--- src/sv/dds_pkg.sv ---
// Package for the task-graph scheduler: sizes, command and status codes.
// No dependencies.
`default_nettype none
package dds_pkg;
    localparam int NODES = 16;
    localparam int MAX_CHILDREN = 8;
    localparam int NW = $clog2(NODES);
    localparam int CW = $clog2(MAX_CHILDREN);
    localparam int CLW = NW + CW;
    localparam logic [2:0] CMD_INIT = 3'd0;
    localparam logic [2:0] CMD_WEIGHT = 3'd1;
    localparam logic [2:0] CMD_EDGE = 3'd2;
    localparam logic [2:0] CMD_SUBMIT = 3'd3;
    localparam logic [2:0] CMD_YIELD = 3'd4;
    localparam logic [1:0] ST_OK = 2'd0;
    localparam logic [1:0] ST_EMPTY = 2'd1;
    localparam logic [1:0] ST_FULL = 2'd2;
    localparam logic [1:0] ST_BUSY = 2'd3;
endpackage
`default_nettype wire

--- src/sv/dag_dependency_scheduler_unit.sv ---
// Top level of the task-graph scheduler: node table, child memory, ready list. Uses dds_pkg.
// Each accepted command goes through S_OUT into the output register; a submit that queues
// first walks the ready list in S_INS, and a yield steps S_SHF, S_CRD and S_CHK for each child,
// with an S_INS walk for each child made ready. Throughput: one item at a time.
// A result waiting in the output register holds off the next item until it is taken.
// Reset (synchronous) clears all counts and flags; the child memory and ready list are not.
`default_nettype none
module dag_dependency_scheduler_unit import dds_pkg::*; (
    input  wire logic        i_clk,
    input  wire logic        i_rst_n,
    input  wire logic        i_valid,
    output logic             o_stall,
    input  wire logic [2:0]  i_cmd,
    input  wire logic [3:0]  i_node,
    input  wire logic [3:0]  i_other_node,
    input  wire logic signed [15:0] i_weight,
    input  wire logic [31:0] i_context_tag,
    output logic             o_valid,
    input  wire logic        i_stall,
    output logic [1:0]       o_status,
    output logic [3:0]       o_run_node,
    output logic signed [15:0] o_run_weight,
    output logic [31:0]      o_run_context
);
    localparam logic [2:0] S_IDLE = 3'd0, S_CRD = 3'd1, S_CHK = 3'd2,
        S_INS = 3'd3, S_SHF = 3'd4, S_OUT = 3'd5;

    logic [2:0] r_st;
    logic [15:0] r_wt [NODES];
    logic [31:0] r_ctx [NODES];
    logic [7:0] r_pend [NODES];
    logic [NODES-1:0] r_done, r_q;
    logic [CW:0] r_cc [NODES];
    logic [NW-1:0] r_mem [NODES*MAX_CHILDREN];
    logic [NW-1:0] r_rdy [NODES];
    logic [NW:0] r_rc;
    logic [NW-1:0] r_md;
    logic [CW:0] r_ci;
    logic [NW-1:0] r_h, r_k;
    logic [NW:0] r_pos;
    logic r_fromy;
    logic [1:0] r_sta;
    logic [NW-1:0] r_rn;
    logic [15:0] r_rw;
    logic [31:0] r_rcx;
    logic r_ov;

    logic [NW-1:0] node_ix, child_ix;
    assign node_ix = i_node[NW-1:0];
    assign child_ix = i_other_node[NW-1:0];
    assign o_stall = (r_st != S_IDLE) || (r_ov && i_stall);
    assign o_valid = r_ov;
    assign o_status = r_sta;
    assign o_run_node = 4'(r_rn);
    assign o_run_weight = r_rw;
    assign o_run_context = r_rcx;

    logic acc;
    assign acc = i_valid && !o_stall;

    always_ff @(posedge i_clk) begin
        if (r_st == S_CRD)
            r_md <= r_mem[{r_h, r_ci[CW-1:0] - CW'(1)}];
        if (acc && i_cmd == CMD_EDGE && r_cc[node_ix] < (CW+1)'(MAX_CHILDREN))
            r_mem[{node_ix, r_cc[node_ix][CW-1:0]}] <= child_ix;
    end

    always_ff @(posedge i_clk) begin
        if (!i_rst_n) begin
            r_st <= S_IDLE; r_ov <= 1'b0; r_rc <= '0;
            r_done <= '0; r_q <= '0; r_fromy <= 1'b0;
            for (int i = 0; i < NODES; i++) begin
                r_wt[i] <= '0; r_ctx[i] <= '0; r_pend[i] <= '0; r_cc[i] <= '0;
            end
        end else begin
            if (r_ov && !i_stall) r_ov <= 1'b0;
            unique case (r_st)
                S_IDLE: if (acc) begin
                    r_sta <= ST_OK; r_rn <= '0; r_rw <= '0; r_rcx <= '0;
                    r_st <= S_OUT; r_fromy <= 1'b0;
                    unique case (i_cmd)
                        CMD_INIT: if (r_q[node_ix]) r_sta <= ST_BUSY;
                            else begin
                                r_ctx[node_ix] <= i_context_tag; r_wt[node_ix] <= '0;
                                r_pend[node_ix] <= '0; r_done[node_ix] <= 1'b0;
                                r_cc[node_ix] <= '0;
                            end
                        CMD_WEIGHT: r_wt[node_ix] <= i_weight;
                        CMD_EDGE: if (r_cc[node_ix] >= (CW+1)'(MAX_CHILDREN)) r_sta <= ST_FULL;
                            else begin
                                r_cc[node_ix] <= r_cc[node_ix] + 1'b1;
                                if (r_pend[child_ix] != 8'hFF)
                                    r_pend[child_ix] <= r_pend[child_ix] + 1'b1;
                            end
                        CMD_SUBMIT: if (r_pend[node_ix] == 0 && !r_done[node_ix]
                                        && !r_q[node_ix] && r_rc < (NW+1)'(NODES)) begin
                                r_k <= node_ix; r_pos <= '0; r_st <= S_INS;
                            end
                        CMD_YIELD: if (r_rc == 0) r_sta <= ST_EMPTY;
                            else begin
                                r_h <= r_rdy[0]; r_rn <= r_rdy[0];
                                r_rw <= r_wt[r_rdy[0]]; r_rcx <= r_ctx[r_rdy[0]];
                                r_q[r_rdy[0]] <= 1'b0; r_done[r_rdy[0]] <= 1'b1;
                                for (int i = 0; i < NODES - 1; i++) r_rdy[i] <= r_rdy[i+1];
                                r_rc <= r_rc - 1'b1; r_ci <= r_cc[r_rdy[0]];
                                r_fromy <= 1'b1; r_st <= S_SHF;
                            end
                        default: ;
                    endcase
                end
                S_SHF: r_st <= (r_ci == 0) ? S_OUT : S_CRD;
                S_CRD: begin r_ci <= r_ci - 1'b1; r_st <= S_CHK; end
                S_CHK: begin
                    r_st <= S_SHF;
                    if (r_pend[r_md] != 0) begin
                        r_pend[r_md] <= r_pend[r_md] - 1'b1;
                        if (r_pend[r_md] == 8'd1 && !r_done[r_md] && !r_q[r_md]
                            && r_rc < (NW+1)'(NODES)) begin
                            r_k <= r_md; r_pos <= '0; r_st <= S_INS;
                        end
                    end
                end
                S_INS: begin
                    if (r_pos < r_rc && $signed(r_wt[r_rdy[r_pos[NW-1:0]]])
                            >= $signed(r_wt[r_k])) r_pos <= r_pos + 1'b1;
                    else begin
                        for (int i = 1; i < NODES; i++)
                            if ((NW+1)'(i) > r_pos && (NW+1)'(i) <= r_rc)
                                r_rdy[i] <= r_rdy[i-1];
                        r_rdy[r_pos[NW-1:0]] <= r_k;
                        r_rc <= r_rc + 1'b1; r_q[r_k] <= 1'b1;
                        r_st <= r_fromy ? S_SHF : S_OUT;
                    end
                end
                S_OUT: if (!r_ov || !i_stall) begin r_ov <= 1'b1; r_st <= S_IDLE; end
                default: r_st <= S_IDLE;
            endcase
        end
    end
endmodule
`default_nettype wire
--- config.mk ---
export PLATFORM = sky130hd
export DESIGN_NAME = dag_dependency_scheduler_unit
export DESIGN_NICKNAME = d
export VERILOG_FILES = /design/src/sv/dds_pkg.sv /design/src/sv/dag_dependency_scheduler_unit.sv
export SDC_FILE = /design/constraint.sdc
export NUM_CORES = 2
export LEC_CHECK = 0
export ABC_AREA = 1
export BUFFER_PORTS_ARGS = -buffer_cell sky130_fd_sc_hd__buf_2
export CAP_MARGIN = 20
export CORE_UTILIZATION = 35
export DETAILED_ROUTE_END_ITERATION = 16
export SETUP_SLACK_MARGIN = 0.2
export SLEW_MARGIN = 20
export SYNTH_ARGS = -nofsm -noshare
export SYNTH_HDL_FRONTEND = slang
export SYNTH_SLANG_ARGS = --single-unit
--- constraint.sdc ---
create_clock -name i_clk -period 5.63 [get_ports i_clk]
set_clock_uncertainty 0.15 [all_clocks]
set_input_delay 0.2815 -clock i_clk [delete_from_list [all_inputs] [get_ports i_clk]]
set_output_delay 0.2815 -clock i_clk [all_outputs]
set_load 0.05 [all_outputs]
== Word-level counts from Yosys, hierarchy flattened ==
Memories as Yosys holds them, arrays and structs flattened. A register that Yosys moved wholly into a read port is not among the register bits.
Cells that the tools add are included.
Storage, ports and cells
  bits in registers: 65
  memories kept: 6
  RAM bits: 1536
Operators by class
  bitwise operators: 24
  reduce and logical (&&, ||, !) cells: 68
  magnitude comparators: 42
  equality and inequality tests: 23
  $add $sub $neg: 8
  multiplexer cells: 217
Memory list
  r_ctx: depth 16, bits a word 32, read ports 1, clocked after Yosys merged registers in 1, write ports 16, line dag_dependency_scheduler_unit.sv:30  | logic [31:0] r_ctx [NODES];
  r_mem: depth 128, bits a word 4, read ports 1, clocked after Yosys merged registers in 1, write ports 1, line dag_dependency_scheduler_unit.sv:34  | logic [NW-1:0] r_mem [NODES*MAX_CHILDREN];
  r_wt: depth 16, bits a word 16, read ports 3, clocked after Yosys merged registers in 2, write ports 16, line dag_dependency_scheduler_unit.sv:29  | logic [15:0] r_wt [NODES];
  r_pend: depth 16, bits a word 8, read ports 3, clocked after Yosys merged registers in 0, write ports 16, line dag_dependency_scheduler_unit.sv:31  | logic [7:0] r_pend [NODES];
  r_cc: depth 16, bits a word 4, read ports 2, clocked after Yosys merged registers in 0, write ports 16, line dag_dependency_scheduler_unit.sv:33  | logic [CW:0] r_cc [NODES];
  r_rdy: depth 16, bits a word 4, read ports 17, clocked after Yosys merged registers in 1, write ports 16, line dag_dependency_scheduler_unit.sv:35  | logic [NW-1:0] r_rdy [NODES];
Operator list (number)
  1-bit two-way mux: 136
  4-bit two-way mux: 34
  16-bit two-way mux: 8
  16-bit one-hot mux with 2 select lines: 2
  5-bit two-way mux: 10
  4-bit by 5-bit greater-than comparator with 1-bit output (first input constant): 8
  4-bit by 5-bit <= comparator with 1-bit output (first input constant): 8
  16-bit bitwise AND: 2
  32-bit two-way mux: 1
  16-bit inverter: 2
  16-bit OR: 2
  32-bit OR reduction: 1
  1-bit logical AND: 30
  8-bit two-way mux: 3
  8-bit OR reduction: 3
  3-bit two-way mux: 7
  3-bit by 5-bit greater-than comparator with 1-bit output (first input constant): 4
  3-bit by 5-bit <= comparator with 1-bit output (first input constant): 4
  4-bit by 5-bit < comparator with 1-bit output (second input constant): 4
  2-bit != test (second input constant): 10
  5-bit AND reduction: 4
  3-bit one-hot mux with 6 select lines: 1
  1-bit binary-select mux with 4-bit select: 4
  16-bit greater-or-equal comparator: 1
  47 further kinds: 93

== Logic depth before layout (Yosys ltp) ==
  word-level depth: 12
  mapped depth: 34
  depth with buffers taken out: 29

== Worst setup path after synthesis ==
OpenSTA, ideal clock, no wires.
  path kind: flip-flop to flip-flop
  start: register r_st[0]
  end: memory r_wt[0][0], enable pin
  path slack: -414 ps
  stages on the path, launching flop included: 11
  path buffers: 1
  arrival: 5482 ps
  required time: 5069 ps
  clock period less this slack: 6044 ps
  setup time: 411 ps
  path through: dfxtp_1 nor2_1 inv_1 nor2_1 nand3_1 nor2_1 inv_1 nor4_4 nor2_1 clkbuf_1 o21ai_0
RTL lines
  from (decl): line dag_dependency_scheduler_unit.sv:28  | logic [2:0] r_st;
  from (signal assigned): line dag_dependency_scheduler_unit.sv:111  | S_SHF: r_st <= (r_ci == 0) ? S_OUT : S_CRD;
  from (signal assigned): line dag_dependency_scheduler_unit.sv:132  | r_st <= r_fromy ? S_SHF : S_OUT;
  to (decl): line dag_dependency_scheduler_unit.sv:29

==> metrics.txt <==
status complete, no violations; Fmax 191.0 MHz; chip width 479.7 um; Min-Delay Endpoint r_wt[1][0]; non-filler cells, final 11090; setup slack, reg-to-reg 0.39 ns; routability cong. 0.9286; hold path start i_weight[0]; commonest non-fill, non-tap cell in the layout edfxtp_1; Area Growth Syn to Fin 13.43%; final setup TNS 0 ns; Inserted Clock Buffers 177; Avg Cell Area, Syn 10.01 um2; Syn Nets 8074; largest net degree at the start of global routing 258; WHS Path Cells 3; Synth warnings 0; total track usage 23.13%; nets@finish 8050; Final WS setup 0.3942 ns; top_reg_cell synth edfxtp_1; CP required 5.94 ns; RR Endpoint r_rdy[12][3]; RSZ-0062 raised after global routing false; number of antenna violations at the first check in global routing 8; maxcap violations 0; Worst-Margin Slew 1.193 ns; clk_lat worst skew 0.88 ns; FF+latch count, synth 1661; Fin. Hold Viols 0; Die Y-Extent 479.7 um; Post-DP HPWL 166.7 mm; wire per inst 24.77 um; Post-synth EDFFs 1611; Synth top area share 60.58%; Vias 64050; max-slew violation count 0; R2R depth 24; met3 WL 26.04 mm; Filler Cell Count 21780; Rel. slew slack 19.74%; CP Class flop to flop; area of the die 230100 um2; core area 225800 um2; Setup crit end kind flop; Final Cycle Share 93.00%; Cell Rows 174; first-pass GRT wire length 400.5 mm; pwr/cell area 375.6 nW/um2; Synth Instances 7976; Startpoint Class flop; VDD IR max 410.4 uV; Worst EP arrival 5.54 ns; clock tree sinks 1661; Netlist cell types 54; leading area contributor after synthesis edfxtp_1; clk buf depth 3; Post-DRT Antenna Nets 0; share of layout cells above drive strength 1 10.08%; First-pass DRT Iterations 7; register area share after synthesis 61.83%; I/O Buffers 118; highest routed layer met5; synthesized cell area 79860 um2; Reg clk slew, reported paths 0.06 ns; # H-tree levels 4; CTS Root Cell clkbuf_16; pre-CTS setup slack 0.2262 ns; Final Setup Violations 0; met2 WL 124.5 mm; total wire length 274.8 mm; placed insts 10710; LEAKAGE 31.50 nW; initial drt markers 8943; IO Pins 119; TritonCTS clock tree yes; Met1 Wirelength 113.4 mm; Initial Utilization 35.37%; Max Fanout on Critical Path 39; vias per cell 5.774; DRC 0; Area contributors post-synth edfxtp_1 (61%), nor2_1 (7.2%), o21ai_0 (4.8%), nand2_1 (3.8%), a22oi_1 (3.5%); commonest non-fill, non-tap cells in the layout edfxtp_1 (1611), nor2_1 (1530), nand2_1 (778); global route total overflow 0; Final min period 5.236 ns; vias in the first global route 61260; share of flip-flops with an asynchronous set or reset 0%; Min-Delay Path Class primary input to flop
-- worst max path at each step --
stage	slack, ns	end
after global routing	0.23	r_rdy[12][2]
after CTS	0.21	r_rdy[3][0]
final	0.39	r_rdy[12][3]
after detailed placement	0.23	r_rdy[5][3]
after global placement	0.33	r_rdy[5][0]
after floorplan	0.61	r_wt[0][0]
-- cell usage after synthesis, types with 9 or more instances --
| cell type | instances |
|---|---|
| buf_6 | 20 |
| inv_1 | 514 |
| nand2_2 | 41 |
| o211ai_1 | 174 |
| nor3_2 | 41 |
| ha_1 | 35 |
| buf_2 | 101 |
| nand4_1 | 32 |
| o21ai_1 | 15 |
| clkbuf_1 | 437 |
| nand2_1 | 805 |
| a21oi_1 | 408 |
| o22ai_1 | 151 |
| edfxtp_1 | 1611 |
| nor2_1 | 1539 |
| o31ai_1 | 9 |
| nor3_1 | 54 |
| buf_4 | 15 |
| dfxtp_1 | 50 |
| a22oi_1 | 376 |
| clkinv_1 | 10 |
| inv_2 | 19 |
| a21boi_0 | 27 |
| nor4_1 | 31 |
| a211oi_1 | 21 |
| a31oi_1 | 16 |
| o21ai_0 | 760 |
| nand3_1 | 504 |
| o221ai_1 | 62 |
| buf_1 | 24 |
-- metrics by stage --
step	utilization, %	cell area, um2	hold slack, ns	power (W)
after global placement	37.15	83870	0.3058	0.02193
after global routing	40.12	90580	0.06996	0.03533
final	40.12	90580	0.07076	0.03403
after floorplan	-	79860	0.2304	0.01944
after CTS	40.03	90380	0.03638	0.03391
after detailed placement	37.15	83870	0.3154	0.02200
-- flip-flops by register name, indices dropped and copies added (netlist names), 5 cells and up, named ones only --
| name | flops |
|---|---|
| r_cc | 64 |
| r_wt | 256 |
| r_ctx | 512 |
| r_rdy | 64 |
| r_pos | 5 |
| r_rc | 5 |
| r_pend | 128 |
| r_mem | 512 |
| r_done | 16 |
| r_q | 16 |
| o_run_context | 32 |
| o_run_weight | 16 |
-- cell families (layout without fill, tap and decap cells) --
| kind of cell | after synthesis | count (layout) | synth area share [%] |
|---|---|---|---|
| buffers and inverters | 1140 | 1262 | 5.775 |
| adder cells (fa/ha/maj) | 35 | 35 | 0.5484 |
| AO/OA/AOI/OAI | 2047 | 2047 | 15.45 |
| flip-flops | 1661 | 1661 | 61.83 |
| XOR/XNOR | 9 | 9 | 0.09871 |
| other | 0 | 2 | 0 |
| AND/OR/NAND/NOR | 3084 | 3084 | 16.29 |
-- power by group --
group	switching, W	total, W	leakage, nW	internal, W
Combinational	0.00556	0.00781	12.4	0.00225
Sequential	0.000257	0.0142	16.2	0.0140
Clock	0.00518	0.0120	2.88	0.00681
Total	0.0110	0.0340	31.5	0.0230
-- timing repair --
action                                 CTS  global route
endpoints found under the hold margin  737             0
hold buffers                            53             0
setup buffers                            0             4
resized for setup                        0            23
setup endpoints to repair                0           138
-- per-layer routing --
layer	GRT usage (%)	vias to the layer above
met1	31.83	31330
met4	9.552	6
met5	0	-
met3	3.910	626
met2	36.08	3658
li1	-	28420
-- worst max-delay path, cell delays in order, from the launching register on --
cell and delay (ns):
dfxtp_4 0.42, buf_12 0.20, a21oi_1 0.09, o21ai_0 0.07
o21ai_0 0.11, o221ai_1 0.18, nand2_1 0.33, inv_1 0.38
buf_4 0.29, nand3_1 0.10, nand2_1 0.08, inv_1 0.04
ha_1 0.29, a21oi_1 0.33, nand3_1 0.12, a21oi_1 0.19
nand4_1 0.17, nand3_4 0.19, nand2_1 0.09, nand3_1 0.19
clkinv_4 0.16, nand2_1 0.15, inv_1 0.08, nand2_1 0.21
nand3_1 0.22
-- area by class of cell --
type                       instances  area (um2)  share of cell area, %
clock inverter                   111        1388                  1.532
clock buffer                     214        4588                  5.065
multi-input combinational       5175       26150                  28.86
sequential                      1661       49380                  54.52
timing repair buffer             394        3266                  3.605
tap                             2992        3744                  4.133
antenna                            2       5.005               0.005525
inverter                         543        2063                  2.278
(Power assumes the default switching activity.)
